[config.mk]
export PLATFORM = sky130hd
export DESIGN_NAME = bpa_out_buf
export DESIGN_NICKNAME = d
export VERILOG_FILES = /design/src/hdl/bitmap_page_allocator_core_macros.svh /design/src/hdl/bpa_pkg.sv /design/src/hdl/bpa_out_buf.sv
export SDC_FILE = /design/constraint.sdc
export NUM_CORES = 1
export LEC_CHECK = 0
export ABC_AREA = 1
export BUFFER_PORTS_ARGS = -buffer_cell sky130_fd_sc_hd__buf_2
export CAP_MARGIN = 40
export CELL_PAD_IN_SITES_DETAIL_PLACEMENT = 0
export CELL_PAD_IN_SITES_GLOBAL_PLACEMENT = 1
export CORE_MARGIN = 2
export CORE_UTILIZATION = 40
export DETAILED_ROUTE_END_ITERATION = 6
export MAX_ROUTING_LAYER = met4
export PLACE_DENSITY_LB_ADDON = 0.08
export SETUP_SLACK_MARGIN = 0.2
export SKIP_CTS_REPAIR_TIMING = 1
export SYNTH_ARGS = -nofsm -noshare
export SYNTH_HDL_FRONTEND = slang
export SYNTH_SLANG_ARGS = --single-unit
[constraint.sdc]
create_clock -name clk -period 5.95 [get_ports clk]
set_input_delay 0.595 -clock clk [delete_from_list [all_inputs] [get_ports clk]]
set_output_delay 0.595 -clock clk [all_outputs]
set_load 0.01 [all_outputs]
[src/hdl/bitmap_page_allocator_core_macros.svh]
// Assertion macros for the page allocator RTL.
`ifndef BITMAP_PAGE_ALLOCATOR_CORE_MACROS_SVH
`define BITMAP_PAGE_ALLOCATOR_CORE_MACROS_SVH

// Same-cycle implication, checked on clk, off while rst_n is low.
`define BPA_ASSERT_IMP(lbl, ante, cons, msg) \
    lbl: assert property (@(posedge clk) disable iff (!rst_n) (ante) |-> (cons)) \
        else $error(msg);

// Next-cycle implication, checked on clk, off while rst_n is low.
`define BPA_ASSERT_NEXT(lbl, ante, cons, msg) \
    lbl: assert property (@(posedge clk) disable iff (!rst_n) (ante) |=> (cons)) \
        else $error(msg);

`endif

[src/hdl/bpa_pkg.sv]
// Types and constants shared by the bitmap page allocator modules.
`default_nettype none

package bpa_pkg;

    typedef enum logic [1:0] {
        ACT_INIT  = 2'd0,
        ACT_ALLOC = 2'd1,
        ACT_P2A   = 2'd2,
        ACT_A2P   = 2'd3
    } action_t;

    typedef enum logic [1:0] {
        ST_IDLE,
        ST_READ,
        ST_CHECK,
        ST_RESULT
    } eng_state_t;

    typedef struct packed {
        logic [31:0] value;
        logic        no_free;
    } result_t;

    localparam int unsigned CFG_IDX_W = 1;
    localparam logic [CFG_IDX_W-1:0] CFG_REGION_BASE = 1'd0;
    localparam logic [CFG_IDX_W-1:0] CFG_PAGE_COUNT  = 1'd1;

    localparam logic [15:0] RESET_PAGE_COUNT = 16'd32768;
    localparam logic [31:0] FAIL_VALUE       = 32'hFFFF_FFFF;
    localparam logic [7:0]  INIT_MAP_BYTE    = 8'h01;
    localparam logic [7:0]  FULL_MAP_BYTE    = 8'hFF;

endpackage

`default_nettype wire

[src/hdl/bpa_out_buf.sv]
// Two-entry result buffer with a registered output and a skid entry.
`default_nettype none

module bpa_out_buf (
    input  wire logic             clk,
    input  wire logic             rst_n,
    input  wire logic             in_valid,
    output logic                  in_ready,
    input  wire bpa_pkg::result_t in_data,
    output logic                  out_valid,
    input  wire logic             out_ready,
    output bpa_pkg::result_t      out_data
);

    logic             out_valid_reg;
    logic             skid_valid_reg;
    bpa_pkg::result_t out_data_reg;
    bpa_pkg::result_t skid_data_reg;

    assign in_ready  = !skid_valid_reg;
    assign out_valid = out_valid_reg;
    assign out_data  = out_data_reg;

    always_ff @(posedge clk or negedge rst_n)
    begin
        if (!rst_n)
        begin
            out_valid_reg  <= 1'b0;
            skid_valid_reg <= 1'b0;
        end
        else if (!out_valid_reg || out_ready)
        begin
            // Advance the skid entry first; it always holds the older result.
            if (skid_valid_reg)
            begin
                out_valid_reg  <= 1'b1;
                skid_valid_reg <= 1'b0;
            end
            else
            begin
                out_valid_reg <= in_valid;
            end
        end
        else if (in_valid && !skid_valid_reg)
        begin
            skid_valid_reg <= 1'b1;
        end
    end

    always_ff @(posedge clk)
    begin
        if (!out_valid_reg || out_ready)
        begin
            out_data_reg <= skid_valid_reg ? skid_data_reg : in_data;
        end
        else if (in_valid && !skid_valid_reg)
        begin
            skid_data_reg <= in_data;
        end
    end

endmodule

`default_nettype wire

==> summary.json, run 1 <==
{
  "status": "finished clean",
  "global_route_wire_length_before_repair_mm": 7.452,
  "hold_viol": 0,
  "start_kind": "flop",
  "final.hold.worst_slack_ns": 0.04331,
  "instances_no_fill": 342,
  "share_of_synthesized_area_occupied_by_flip_flops_and_latches": 0.7883,
  "number_of_h_tree_levels": 3,
  "top_level_ports": 72,
  "firstDrtPassIters": 4,
  "clock_sink_count": 68,
  "grt_use_total": 0.1453,
  "place_worst_setup_slack_ns": 3.928,
  "wire_per_inst_um": 13.21,
  "setup_viol": 0,
  "timing.max_cap.violations": 0,
  "timing.critical_path.buf_inv": 2,
  "synth.avg_cell_area_um2": 14.16,
  "final_layout_size_suffix_gt1_frac": 0.4038,
  "finalSetupTns_ns": 0,
  "yosys.cell_types.count": 10,
  "worst_ir_drop_vdd_v": 0.0001492,
  "type_of_the_worst_setup_path": "flop to output pin",
  "reg2reg_setup_slack_ns": 4.22,
  "cp_slowest_stage_delay_ns": 0.45,
  "clk_skew_ns": 0.002396,
  "cts_tree": "yes",
  "maxClockFrequency_ghz": 0.5548,
  "detailedPlacementHpwl_mm": 2.891,
  "final_min_period_over_clock_period": 0.3029,
  "tightest_slew_ns": 0.4585,
  "antenna_violations_before_repair": 0,
  "slew_violations": 0,
  "number_of_clock_buffers_inserted_by_tritoncts": 9,
  "area_growth_pct": 22.52,
  "clkLatencyLatePin_ns": 0.33,
  "drc": 0,
  "max-clock-path-buffers": 2,
  "die_w_um": 84.27,
  "critical-path-slowest-cell": "sky130_fd_sc_hd__dfrtp_1",
  "synth-seq-cells": 68,
  "power_total_mw": 0.9916,
  "critical_path.reg2reg.endpoint": "skid_data_reg[0]",
  "static-leakage-power_nw": 1.360,
  "drt_iter0_drc": 118,
  "overall_routed_net_length_mm": 4.519,
  "crit_path_cell_trace": "inv_8 -> buf_2",
  "dp_cells": 326,
  "synth_area_mm2": 0.002577,
  "timing.critical_path.required_ns": 5.36,
  "die_area_mm2": 0.007101,
  "antenna-diode-count": 0,
  "placement_rows": 29,
  "critical_path.max_fanout": 35,
  "dieHeight_um": 84.27,
  "grt.overflow.total": 0,
  "power-per-cell-area_mw_per_mm2": 314.0,
  "post-route-min-period_ns": 1.803,
  "netlist_instances": 182,
  "largest_net_degree_at_the_start_of_global_routing": 36,
  "reg2reg_from": "skid_valid_reg",
  "clock-root-buffer": "sky130_fd_sc_hd__clkbuf_8",
  "avgViaCountPerCell": 4.365,
  "core_area_mm2": 0.006277,
  "kind_of_cell_with_the_highest_combined_delay_on_the_critical_path": "flip-flops",
  "cts.clk_slew.worst_paths_ns": 0.06,
  "first_global_vias": 1549,
  "nets": 297,
  "postLayoutSetupSlackWorst_ns": 4.147,
  "rsz0062_at_grt": "no",
  "ant_nets": 0,
  "worst-r2r-cell-count": 4,
  "setup.worst_path.end_class": "output pin",
  "timing.max_slew.rel_slack": 0.6936,
  "syn_nets": 219,
  "io_buffers": 71,
  "crit_arrival_ns": 1.21,
  "min_path_type": "input port to async pin",
  "ys.warnings.count": 0,
  "routed-via-count": 1493,
  "starting_utilization_of_the_core_area": 0.4106,
  "nFillCells": 595,
  "gp_congestion": 0.6810
}
power by group:
group | leakage [nW] | switching [mW] | internal, mW | total (mW)
combinational | 0.620 | 0.0662 | 0.0412 | 0.107
sequential | 0.661 | 0.00944 | 0.569 | 0.578
clock | 0.0788 | 0.157 | 0.149 | 0.306
final cells by class:
class                           instances  area (um2)  area share
Tap cell                               77       96.34     0.03051
Multi-Input combinational cell        105       451.7      0.1430
Sequential cell                        68        2032      0.6434
Clock buffer                           13       138.9     0.04398
Clock inverter                          3       13.76    0.004358
Inverter                                2       15.01    0.004754
Timing Repair Buffer                   74       410.4      0.1300
worst max-delay path by stage:
| stage | from | to | slack, ns | cells after the start |
|---|---|---|---|---|
| floorplan | out_ready | skid_data_reg[0] | 2.62 | 3 |
| global placement | out_ready | skid_data_reg[2] | 3.33 | 4 |
| detailed placement | out_ready | skid_data_reg[8] | 3.93 | 6 |
| CTS | skid_valid_reg | in_ready | 4.11 | 2 |
| global route | skid_valid_reg | in_ready | 4.07 | 2 |
| finish | skid_valid_reg | in_ready | 4.15 | 2 |
per-stage QoR:
stage | area, um2 | util
after floorplan | 2577 | -
after global placement | 2958 | 0.4712
after detailed placement | 3005 | 0.4788
after CTS | 3158 | 0.5031
after global routing | 3158 | 0.5031
final | 3158 | 0.5031
synth_stat cells, drive strengths merged:
cell,number,area share
inv,2,0.0058
nor2,3,0.0044
dfrtp,2,0.019
buf,7,0.034
nand2,102,0.17
edfxtp,66,0.77
logic make-up after synthesis:
group / Yosys count / share of synthesized area
buffers and inverters: 9 / 0.04029
flip-flops: 68 / 0.7883
AND/OR/NAND/NOR: 105 / 0.1714
placed cells by master, fill, tap and decap left out:
master                     synthesis  final
sky130_fd_sc_hd__clkbuf_1          0      4
sky130_fd_sc_hd__buf_2             0     71
sky130_fd_sc_hd__buf_4             2      1
sky130_fd_sc_hd__inv_1             1      1
sky130_fd_sc_hd__nor2_1            3      2
sky130_fd_sc_hd__clkinv_1          0      1
sky130_fd_sc_hd__clkbuf_8          0      9
sky130_fd_sc_hd__nand2_1          83     82
sky130_fd_sc_hd__nor2_4            0      1
sky130_fd_sc_hd__inv_8             1      1
sky130_fd_sc_hd__clkinv_2          0      2
sky130_fd_sc_hd__buf_12            2      1
sky130_fd_sc_hd__nand2_2          19     20
sky130_fd_sc_hd__edfxtp_1         66     66
sky130_fd_sc_hd__buf_16            0      1
sky130_fd_sc_hd__dfrtp_1           2      2
per-layer routing:
layer / part of all wire / track usage / vias up
met3: 0.062 / 0.03736 / 10
met2: 0.46 / 0.2100 / 57
met1: 0.45 / 0.1861 / 660
met5: 0 / - / -
met4: 0.023 / 0.08358 / 0
li1: - / - / 766
Power figures use the tool's default switching activity.
==> run 2: changes to the inputs <==
- ABC_AREA: 1 -> 0
- clock period: 5.95 -> 1.77 ns (I/O delays scaled with it)
==> run 2 against run 1 <==
Die area increased by 0.83%. Routed wire length decreased by 6.2%. Hold slack got worse by 0.0058 ns. Clock power increased to 3.3 times the previous value. Global-route usage decreased by 1.3 points. Worst setup slack got worse by 3.7 ns. Synthesized cell count decreased by 39%. Sequential power increased to 3.3 times the previous value. Via count decreased by 13%. Register-to-register slack got worse by 3.8 ns. Critical path depth increased by 1.
==> summary.json, run 2 <==
{
  "drc": {"value": 0, "change": "unchanged"},
  "top_level_ports": {"value": 72, "change": "unchanged"},
  "syn_nets": {"value": 148, "change": "-32%"},
  "power_total": {"value": 3.331, "unit": "mW", "change": "+240%"},
  "starting_utilization_of_the_core_area": {"value": 0.4118, "change": "+0.001207"},
  "ys.warnings.count": {"value": 0, "change": "unchanged"},
  "hold_viol": {"value": 0, "change": "unchanged"},
  "worst_ir_drop_vdd": {"value": 0.0005372, "unit": "V", "change": "+260%"},
  "nFillCells": {"value": 581, "change": "-2.4%"},
  "timing.max_cap.violations": {"value": 0, "change": "unchanged"},
  "final_common_cell": "sky130_fd_sc_hd__buf_2",
  "routed-via-count": {"value": 1300, "change": "-13%"},
  "maxClockFrequency_ghz": 0.7343,
  "die_w": {"value": 84.62, "unit": "um", "change": "+0.42%"},
  "synth_compound_area_frac": {"value": 0, "change": "unchanged"},
  "highest_count_cells_in_the_layout_ignoring_fill_and_taps": "71 x sky130_fd_sc_hd__buf_2, 66 x sky130_fd_sc_hd__edfxtp_1, 27 x sky130_fd_sc_hd__mux2_4, 9 x sky130_fd_sc_hd__clkbuf_8, 7 x sky130_fd_sc_hd__buf_4",
  "synth_top_area_frac": {"value": 0.7623, "change": "-0.006661"},
  "firstDrtPassIters": {"value": 4, "change": "unchanged"},
  "grt.overflow.total": {"value": 0, "change": "unchanged"},
  "dieHeight": {"value": 84.62, "unit": "um", "change": "+0.42%"},
  "drt_iter0_drc": {"value": 82, "change": "-31%"},
  "io_buffers": {"value": 71, "change": "unchanged"},
  "share_of_synthesized_area_occupied_by_flip_flops_and_latches": {"value": 0.7815, "change": "-0.006829"},
  "setup.worst_path.end_class": "flop",
  "tightest_slew": {"value": 0.2417, "unit": "ns", "change": "-0.2167 ns"},
  "ys_top_cells_by_count": "66 x sky130_fd_sc_hd__edfxtp_1, 27 x sky130_fd_sc_hd__mux2_4, 6 x sky130_fd_sc_hd__mux2_2",
  "first_global_vias": {"value": 1363, "change": "-12%"},
  "synth_simple_gate_area_frac": {"value": 0.009625, "change": "-0.1617"},
  "synth_most_common_cell": "sky130_fd_sc_hd__edfxtp_1",
  "synth_async_sr_flop_share": {"value": 0.02941, "change": "unchanged"},
  "avgViaCountPerCell": {"value": 4.626, "change": "+6.0%"},
  "rsz0062_at_grt": "no",
  "synthMuxAreaShare": {"value": 0.1819, "change": "+0.1819"},
  "final_layout_size_suffix_gt1_frac": {"value": 0.6225, "change": "+0.2188"},
  "slew_violations": {"value": 0, "change": "unchanged"},
  "clkLatencyLatePin": {"value": 0.33, "unit": "ns", "change": "about the same"},
  "status": "finished clean",
  "adder_cell_share_of_the_synthesized_area": {"value": 0, "change": "unchanged"},
  "final.hold.worst_slack": {"value": 0.03747, "unit": "ns", "change": "-0.005845 ns"},
  "crit_arrival": {"value": 1.44, "unit": "ns", "change": "+0.23 ns"},
  "critical_path.max_fanout": {"value": 10, "change": "-71%"},
  "timing.critical_path.buf_inv": {"value": 2, "change": "unchanged"},
  "timing.max_slew.rel_slack": {"value": 0.8388, "change": "+0.1452"},
  "synth_ff_type": "sky130_fd_sc_hd__edfxtp_1",
  "die_area": {"value": 0.007161, "unit": "mm2", "change": "+0.83%"},
  "placement_rows": {"value": 29, "change": "unchanged"},
  "max-clock-path-buffers": {"value": 2, "change": "unchanged"},
  "ff_latch_area": {"value": 0.002036, "unit": "mm2", "change": "+0.18%"},
  "critical-path-slowest-cell": "sky130_fd_sc_hd__dfrtp_4",
  "reg2reg_setup_slack": {"value": 0.41, "unit": "ns", "change": "-3.81 ns"},
  "clock_sink_count": {"value": 68, "change": "unchanged"},
  "ant_nets": {"value": 0, "change": "unchanged"},
  "netlist_instances": {"value": 111, "change": "-39%"},
  "combinational_family_with_the_most_area_after_synthesis": "multiplexers",
  "antenna_violations_before_repair": {"value": 0, "change": "unchanged"},
  "wire_per_inst": {"value": 15.09, "unit": "um", "change": "+14%"},
  "kind_of_cell_with_the_highest_combined_delay_on_the_critical_path": "flip-flops",
  "synth_top_area_cell": "sky130_fd_sc_hd__edfxtp_1",
  "antenna-diode-count": {"value": 0, "change": "unchanged"},
  "post-route-min-period_ns": 1.362,
  "grt_use_total": {"value": 0.1323, "change": "-0.01302"},
  "number_of_clock_buffers_inserted_by_tritoncts": {"value": 9, "change": "unchanged"},
  "yosys.cell_types.count": {"value": 12, "change": "+2"},
  "cp_slowest_stage_delay": {"value": 0.50, "unit": "ns", "change": "+0.05 ns"},
  "static-leakage-power": {"value": 1.315, "unit": "nW", "change": "-3.3%"},
  "synth.avg_cell_area": {"value": 23.42, "unit": "um2", "change": "+65%"},
  "global_route_wire_length_before_repair": {"value": 6.727, "unit": "mm", "change": "-9.7%"},
  "cts.clk_slew.worst_paths": {"value": 0.06, "unit": "ns", "change": "about the same"},
  "power-per-cell-area": {"value": 1021, "unit": "mW/mm2", "change": "+230%"},
  "start_kind": "flop",
  "postLayoutCellArea": {"value": 0.003263, "unit": "mm2", "change": "+3.3%"},
  "final_min_period_over_clock_period": 0.7694,
  "clk_skew": {"value": 0.005976, "unit": "ns", "change": "+0.003581 ns"},
  "ys_top_cells_by_area": "sky130_fd_sc_hd__edfxtp_1 76%, sky130_fd_sc_hd__mux2_4 16%, sky130_fd_sc_hd__mux2_2 2.6%",
  "synth_area": {"value": 0.002600, "unit": "mm2", "change": "+0.87%"},
  "number_of_h_tree_levels": {"value": 3, "change": "unchanged"},
  "overall_routed_net_length": {"value": 4.241, "unit": "mm", "change": "-6.2%"},
  "clock-root-buffer": "sky130_fd_sc_hd__clkbuf_8",
  "multi_input_comb_area": {"value": 516.7, "unit": "um2", "change": "+14%"},
  "min_path_type": "input port to flop",
  "crit_path_cell_trace": "buf_4 -> buf_12 -> mux2_4",
  "detailedPlacementHpwl": {"value": 3.031, "unit": "mm", "change": "+4.9%"},
  "core_area": {"value": 0.006314, "unit": "mm2", "change": "+0.58%"},
  "cts_tree": "yes",
  "placement_cell_area": {"value": 0.003083, "unit": "mm2", "change": "+2.6%"},
  "gp_congestion": {"value": 0.7089, "change": "+4.1%"},
  "area_growth_pct": 25.51,
  "synth-xor-area-share": {"value": 0, "change": "unchanged"},
  "type_of_the_worst_setup_path": "flop to flop",
  "setup_viol": {"value": 0, "change": "unchanged"},
  "post_synth_edffs": {"value": 66, "change": "unchanged"},
  "largest_net_degree_at_the_start_of_global_routing": {"value": 20, "change": "-44%"},
  "nets": {"value": 236, "change": "-21%"},
  "synth-seq-cells": {"value": 68, "change": "unchanged"},
  "timing.critical_path.required": {"value": 1.85, "unit": "ns", "change": "-3.51 ns"}
}
-- run 2: cell count changes after synthesis, sizes merged --
cell / change
inv: -1
buf: -3
nand2: -101
nand2b: +1
nor2: -1
nor3b: +1
mux2: +33
-- run 2: stage by stage --
step | setup WS [ns] | instances | TNS (ns) | utilization
3_3_place_gp | 0.3456 | 262 | 0 | 0.4883
2_1_floorplan | -0.2788 | 111 | -9.200 | -
5_1_grt | 0.3482 | 281 | 0 | 0.5168
6_report | 0.4082 | 281 | 0 | 0.5168
4_1_cts | 0.1634 | 278 | 0 | 0.5125
3_5_place_dp | 0.3142 | 262 | 0 | 0.4883
-- run 2: area by class of cell --
cell class,count,area share
clock buffer,13,0.04256
clock inverter,3,0.004218
inverter,1,0.001150
multi-input combinational,38,0.1584
sequential,68,0.6238
tap,77,0.02952
timing repair buffer,81,0.1403
-- run 2: worst paths after layout --
kind / cells after the start / from / to
max: 3 / skid_valid_reg / out_data[28]
min in group asynchronous: 2 / rst_n / out_valid
max reg2reg: 3 / skid_valid_reg / out_data[28]
max in group asynchronous: 2 / rst_n / skid_valid_reg
min reg2reg: 1 / skid_data_reg[20] / out_data[20]
min: 1 / in_data[23] / skid_data_reg[23]
-- run 2: kinds of logic (layout without fill, tap and decap cells) --
logic type	after synthesis	in the layout
AND/OR/NAND/NOR	5	5
multiplexers	33	33
flip-flops	68	68
buffers and inverters	5	98
-- run 2: power breakdown --
part	switching (mW)	internal, mW	leakage (nW)
clock	0.510	0.501	0.0788
sequential	0.0286	1.90	0.655
combinational	0.181	0.207	0.580
-- run 2: layer usage --
layer  up-vias  global-route usage  routed length, um
li1        612                   -                  -
met1       621              0.1578               1845
met2        55              0.1890               1993
met3        12             0.03933                267
met4         0             0.09812                135
met5         -                   -                  0
==> run 3: changes to the inputs <==
- ABC_AREA: 0 -> 1
- CORE_UTILIZATION: 40 -> 37
- clock period: 1.77 -> 1.09 ns (I/O delays scaled with it)
==> run 3 against run 2 <==
The run now ends with negative setup slack left. Sequential cell count unchanged. Clock-buffer cell count shrank 4. Fmax grew 14%. Non-clock buffer count increased by 38. Hold slack better by 0.0032 ns. Via count grew 28%. Die area increased by 6.8%. Critical path depth rose by 1. Critical path type unchanged.
==> summary.json, run 3 (synthesis gave the netlist of run 1 again) <==
{
  "die_area": {"value": 0.007650, "unit": "mm2", "change": "+6.8%"},
  "highest_count_cells_in_the_layout_ignoring_fill_and_taps": "81 x sky130_fd_sc_hd__nand2_1, 69 x sky130_fd_sc_hd__buf_2, 66 x sky130_fd_sc_hd__edfxtp_1, 34 x sky130_fd_sc_hd__dlygate4sd3_1, 19 x sky130_fd_sc_hd__nand2_2",
  "min_delay_path_depth": {"value": 3, "change": "+2"},
  "clkLatencyLatePin": {"value": 0.33, "unit": "ns", "change": "about the same"},
  "antenna-diode-count": {"value": 0, "change": "unchanged"},
  "start_kind": "flop",
  "final_common_cell": "sky130_fd_sc_hd__nand2_1",
  "sequentialPowerShare": {"value": 0.531, "change": "-0.049"},
  "dieHeight": {"value": 87.47, "unit": "um", "change": "+3.4%"},
  "maxClockFrequency": {"value": 0.8397, "unit": "GHz", "change": "+14%"},
  "setup.worst_path.end_class": "flop",
  "clock_sink_count": {"value": 68, "change": "unchanged"},
  "postLayoutSetupSlackWorst": {"value": -0.1009, "unit": "ns", "change": "-0.5091 ns"},
  "timing.max_cap.violations": {"value": 0, "change": "unchanged"},
  "grt_use_met3": {"value": 0.03697, "change": "-0.002365"},
  "number_of_clock_buffers_inserted_by_tritoncts": {"value": 9, "change": "unchanged"},
  "nFillCells": {"value": 594, "change": "+2.2%"},
  "multi_input_comb_area": {"value": 473.0, "unit": "um2", "change": "-8.5%"},
  "hold_viol": {"value": 0, "change": "unchanged"},
  "cp_slowest_stage_delay": {"value": 0.45, "unit": "ns", "change": "-0.05 ns"},
  "antenna_violations_before_repair": {"value": 0, "change": "unchanged"},
  "critical_path.reg2reg.endpoint": "skid_data_reg[32]",
  "cell_internal_pwr": {"value": 4.535, "unit": "mW", "change": "+74%"},
  "rsz0062_at_grt": "yes",
  "number_of_h_tree_levels": {"value": 3, "change": "unchanged"},
  "placement_rows": {"value": 30, "change": "+3.4%"},
  "slew_violations": {"value": 0, "change": "unchanged"},
  "drt_iter0_drc": {"value": 134, "change": "+63%"},
  "global_route_wire_length_before_repair": {"value": 7.286, "unit": "mm", "change": "+8.3%"},
  "first_global_vias": {"value": 1467, "change": "+7.6%"},
  "finalSetupTns": {"value": -3.705, "unit": "ns", "change": "-3.705 ns"},
  "clock-root-buffer": "sky130_fd_sc_hd__clkbuf_8",
  "power.switching_fraction": {"value": 0.2374, "change": "+0.02137"},
  "use_met1": {"value": 0.1825, "change": "+0.02467"},
  "die_w": {"value": 87.47, "unit": "um", "change": "+3.4%"},
  "routed-via-count": {"value": 1668, "change": "+28%"},
  "critical-path-slowest-cell": "sky130_fd_sc_hd__dfrtp_2",
  "p_comb_frac": {"value": 0.133, "change": "+0.016"},
  "type_of_the_worst_setup_path": "flop to flop",
  "placement_cell_area": {"value": 0.003062, "unit": "mm2", "change": "-0.69%"},
  "clk_skew": {"value": 0.005816, "unit": "ns", "change": "-0.0001602 ns"},
  "setup_viol": {"value": 75, "change": "+75"},
  "io_buffers": {"value": 71, "change": "unchanged"},
  "final_layout_size_suffix_gt1_frac": {"value": 0.4032, "change": "-0.2193"},
  "grt.overflow.total": {"value": 0, "change": "unchanged"},
  "drc": {"value": 0, "change": "unchanged"},
  "ff_latch_area": {"value": 0.002034, "unit": "mm2", "change": "about the same"},
  "cts.clk_slew.worst_paths": {"value": 0.07, "unit": "ns", "change": "about the same"},
  "cts_tree": "yes",
  "top_level_ports": {"value": 72, "change": "unchanged"},
  "gp_congestion": {"value": 0.7016, "change": "-1.0%"},
  "status": "finished, violations left",
  "min_path_type": "input port to flop",
  "overall_routed_net_length": {"value": 4.994, "unit": "mm", "change": "+18%"},
  "postLayoutCellArea": {"value": 0.003731, "unit": "mm2", "change": "+14%"},
  "grt_use_total": {"value": 0.1347, "change": "+0.002416"},
  "reg2reg_from": "skid_valid_reg",
  "static-leakage-power": {"value": 1.604, "unit": "nW", "change": "+22%"},
  "timing.max_slew.rel_slack": {"value": 0.7614, "change": "-0.07740"},
  "ant_nets": {"value": 0, "change": "unchanged"},
  "p_sw": {"value": 1.412, "unit": "mW", "change": "+96%"},
  "grt_busiest_layer": "met2",
  "max-clock-path-buffers": {"value": 2, "change": "unchanged"},
  "tightest_slew": {"value": 0.3578, "unit": "ns", "change": "+0.1161 ns"},
  "clkPwrFrac": {"value": 0.336, "change": "+0.033"},
  "final.hold.worst_slack": {"value": 0.04071, "unit": "ns", "change": "+0.003242 ns"},
  "largest_net_degree_at_the_start_of_global_routing": {"value": 35, "change": "+75%"},
  "avgViaCountPerCell": {"value": 4.277, "change": "-7.6%"},
  "firstDrtPassIters": {"value": 4, "change": "unchanged"},
  "worst_hold_startpoint": "in_valid",
  "crit_arrival": {"value": 1.24, "unit": "ns", "change": "-0.20 ns"},
  "core_area": {"value": 0.006756, "unit": "mm2", "change": "+7.0%"},
  "nets": {"value": 342, "change": "+45%"},
  "hold_path_end": "out_valid",
  "worst_ir_drop_vdd": {"value": 0.001191, "unit": "V", "change": "+120%"},
  "power-per-cell-area": {"value": 1594, "unit": "mW/mm2", "change": "+56%"},
  "failing_checks": "negative setup slack",
  "starting_utilization_of_the_core_area": {"value": 0.3815, "change": "-0.03033"},
  "worst-r2r-cell-count": {"value": 4, "change": "+1"},
  "reg2reg_setup_slack": {"value": -0.10, "unit": "ns", "change": "-0.51 ns"},
  "grt_util_met2": {"value": 0.1880, "change": "-0.0009598"},
  "timing.critical_path.required": {"value": 1.13, "unit": "ns", "change": "-0.72 ns"},
  "detailedPlacementHpwl": {"value": 3.005, "unit": "mm", "change": "-0.88%"},
  "power_total": {"value": 5.947, "unit": "mW", "change": "+79%"},
  "critical_path.max_fanout": {"value": 17, "change": "+7"},
  "crit_path_cell_trace": "inv_8 -> nand2_4 -> nor2_4 -> buf_12",
  "wire_per_inst": {"value": 12.81, "unit": "um", "change": "-15%"},
  "final_min_period_over_clock_period": {"value": 1.093, "change": "+0.3232"},
  "area_growth_pct": 44.76,
  "post-route-min-period": {"value": 1.191, "unit": "ns", "change": "-0.1709 ns"}
}
[run 3: cell types whose count changed in the layout (fill, tap and decap cells not counted), moves of 3 or more]
cell | previous run | this run
sky130_fd_sc_hd__nand2_1 | 1 | 81
sky130_fd_sc_hd__dlygate4sd3_1 | 1 | 34
sky130_fd_sc_hd__mux2_4 | 27 | 0
sky130_fd_sc_hd__nand2_2 | 0 | 19
sky130_fd_sc_hd__mux2_2 | 6 | 0
sky130_fd_sc_hd__buf_6 | 0 | 5
sky130_fd_sc_hd__clkbuf_1 | 4 | 0
sky130_fd_sc_hd__buf_4 | 7 | 4
[run 3: power groups by stage]
stage / Sequential (mW) / Combinational (mW) / Clock [mW]
2_1_floorplan: 3.28 / 0.282 / 0
3_3_place_gp: 3.21 / 0.624 / 0
3_5_place_dp: 3.21 / 0.628 / 0
4_1_cts: 3.16 / 0.629 / 2.07
5_1_grt: 3.17 / 0.877 / 2.18
6_report: 3.16 / 0.792 / 2.00
[run 3: worst max path at each step]
stage          depth (start not counted)                end            from  slack (ns)
5_1_grt                                4   skid_data_reg[2]  skid_valid_reg       -0.14
4_1_cts                                3           in_ready  skid_valid_reg       -0.21
6_report                               4  skid_data_reg[32]  skid_valid_reg       -0.10
3_3_place_gp                           4  skid_data_reg[14]  skid_valid_reg       -0.08
2_1_floorplan                          4   skid_data_reg[0]  skid_valid_reg       -0.44
3_5_place_dp                           4  skid_data_reg[14]  skid_valid_reg        -0.1
[run 3: area by class of cell]
class                   count  area share
clock inverters             7     0.01811
repair buffers            119      0.2458
inverters                   2    0.004024
flip-flops and latches     68      0.5453
multi-input cells         105      0.1268
well taps                  80     0.02683
clock buffers               9     0.03320
[run 3: routing by layer]
metal | wire length [um] | up-vias | share of wire
li1 | - | 856 | -
met2 | 2336 | 53 | 0.47
met3 | 251 | 7 | 0.050
met1 | 2329 | 752 | 0.47
met5 | 0 | - | 0
met4 | 77 | 0 | 0.015
[run 3: per-stage QoR]
step / instances / setup WS [ns] / utilization
detailed placement: 334 / -0.09552 / 0.4531
global route: 390 / -0.1373 / 0.5522
CTS: 350 / -0.2146 / 0.4815
finish: 390 / -0.1009 / 0.5522
global placement: 334 / -0.08377 / 0.4531
floorplan: 182 / -0.4444 / -
[run 3: worst max-delay path, delay by kind of cell (launching register included)]
| family | cells | cell delay [ns] |
|---|---|---|
| flip-flops | 1 | 0.45 |
| buffers and inverters | 2 | 0.26 |
| AND/OR/NAND/NOR | 2 | 0.19 |
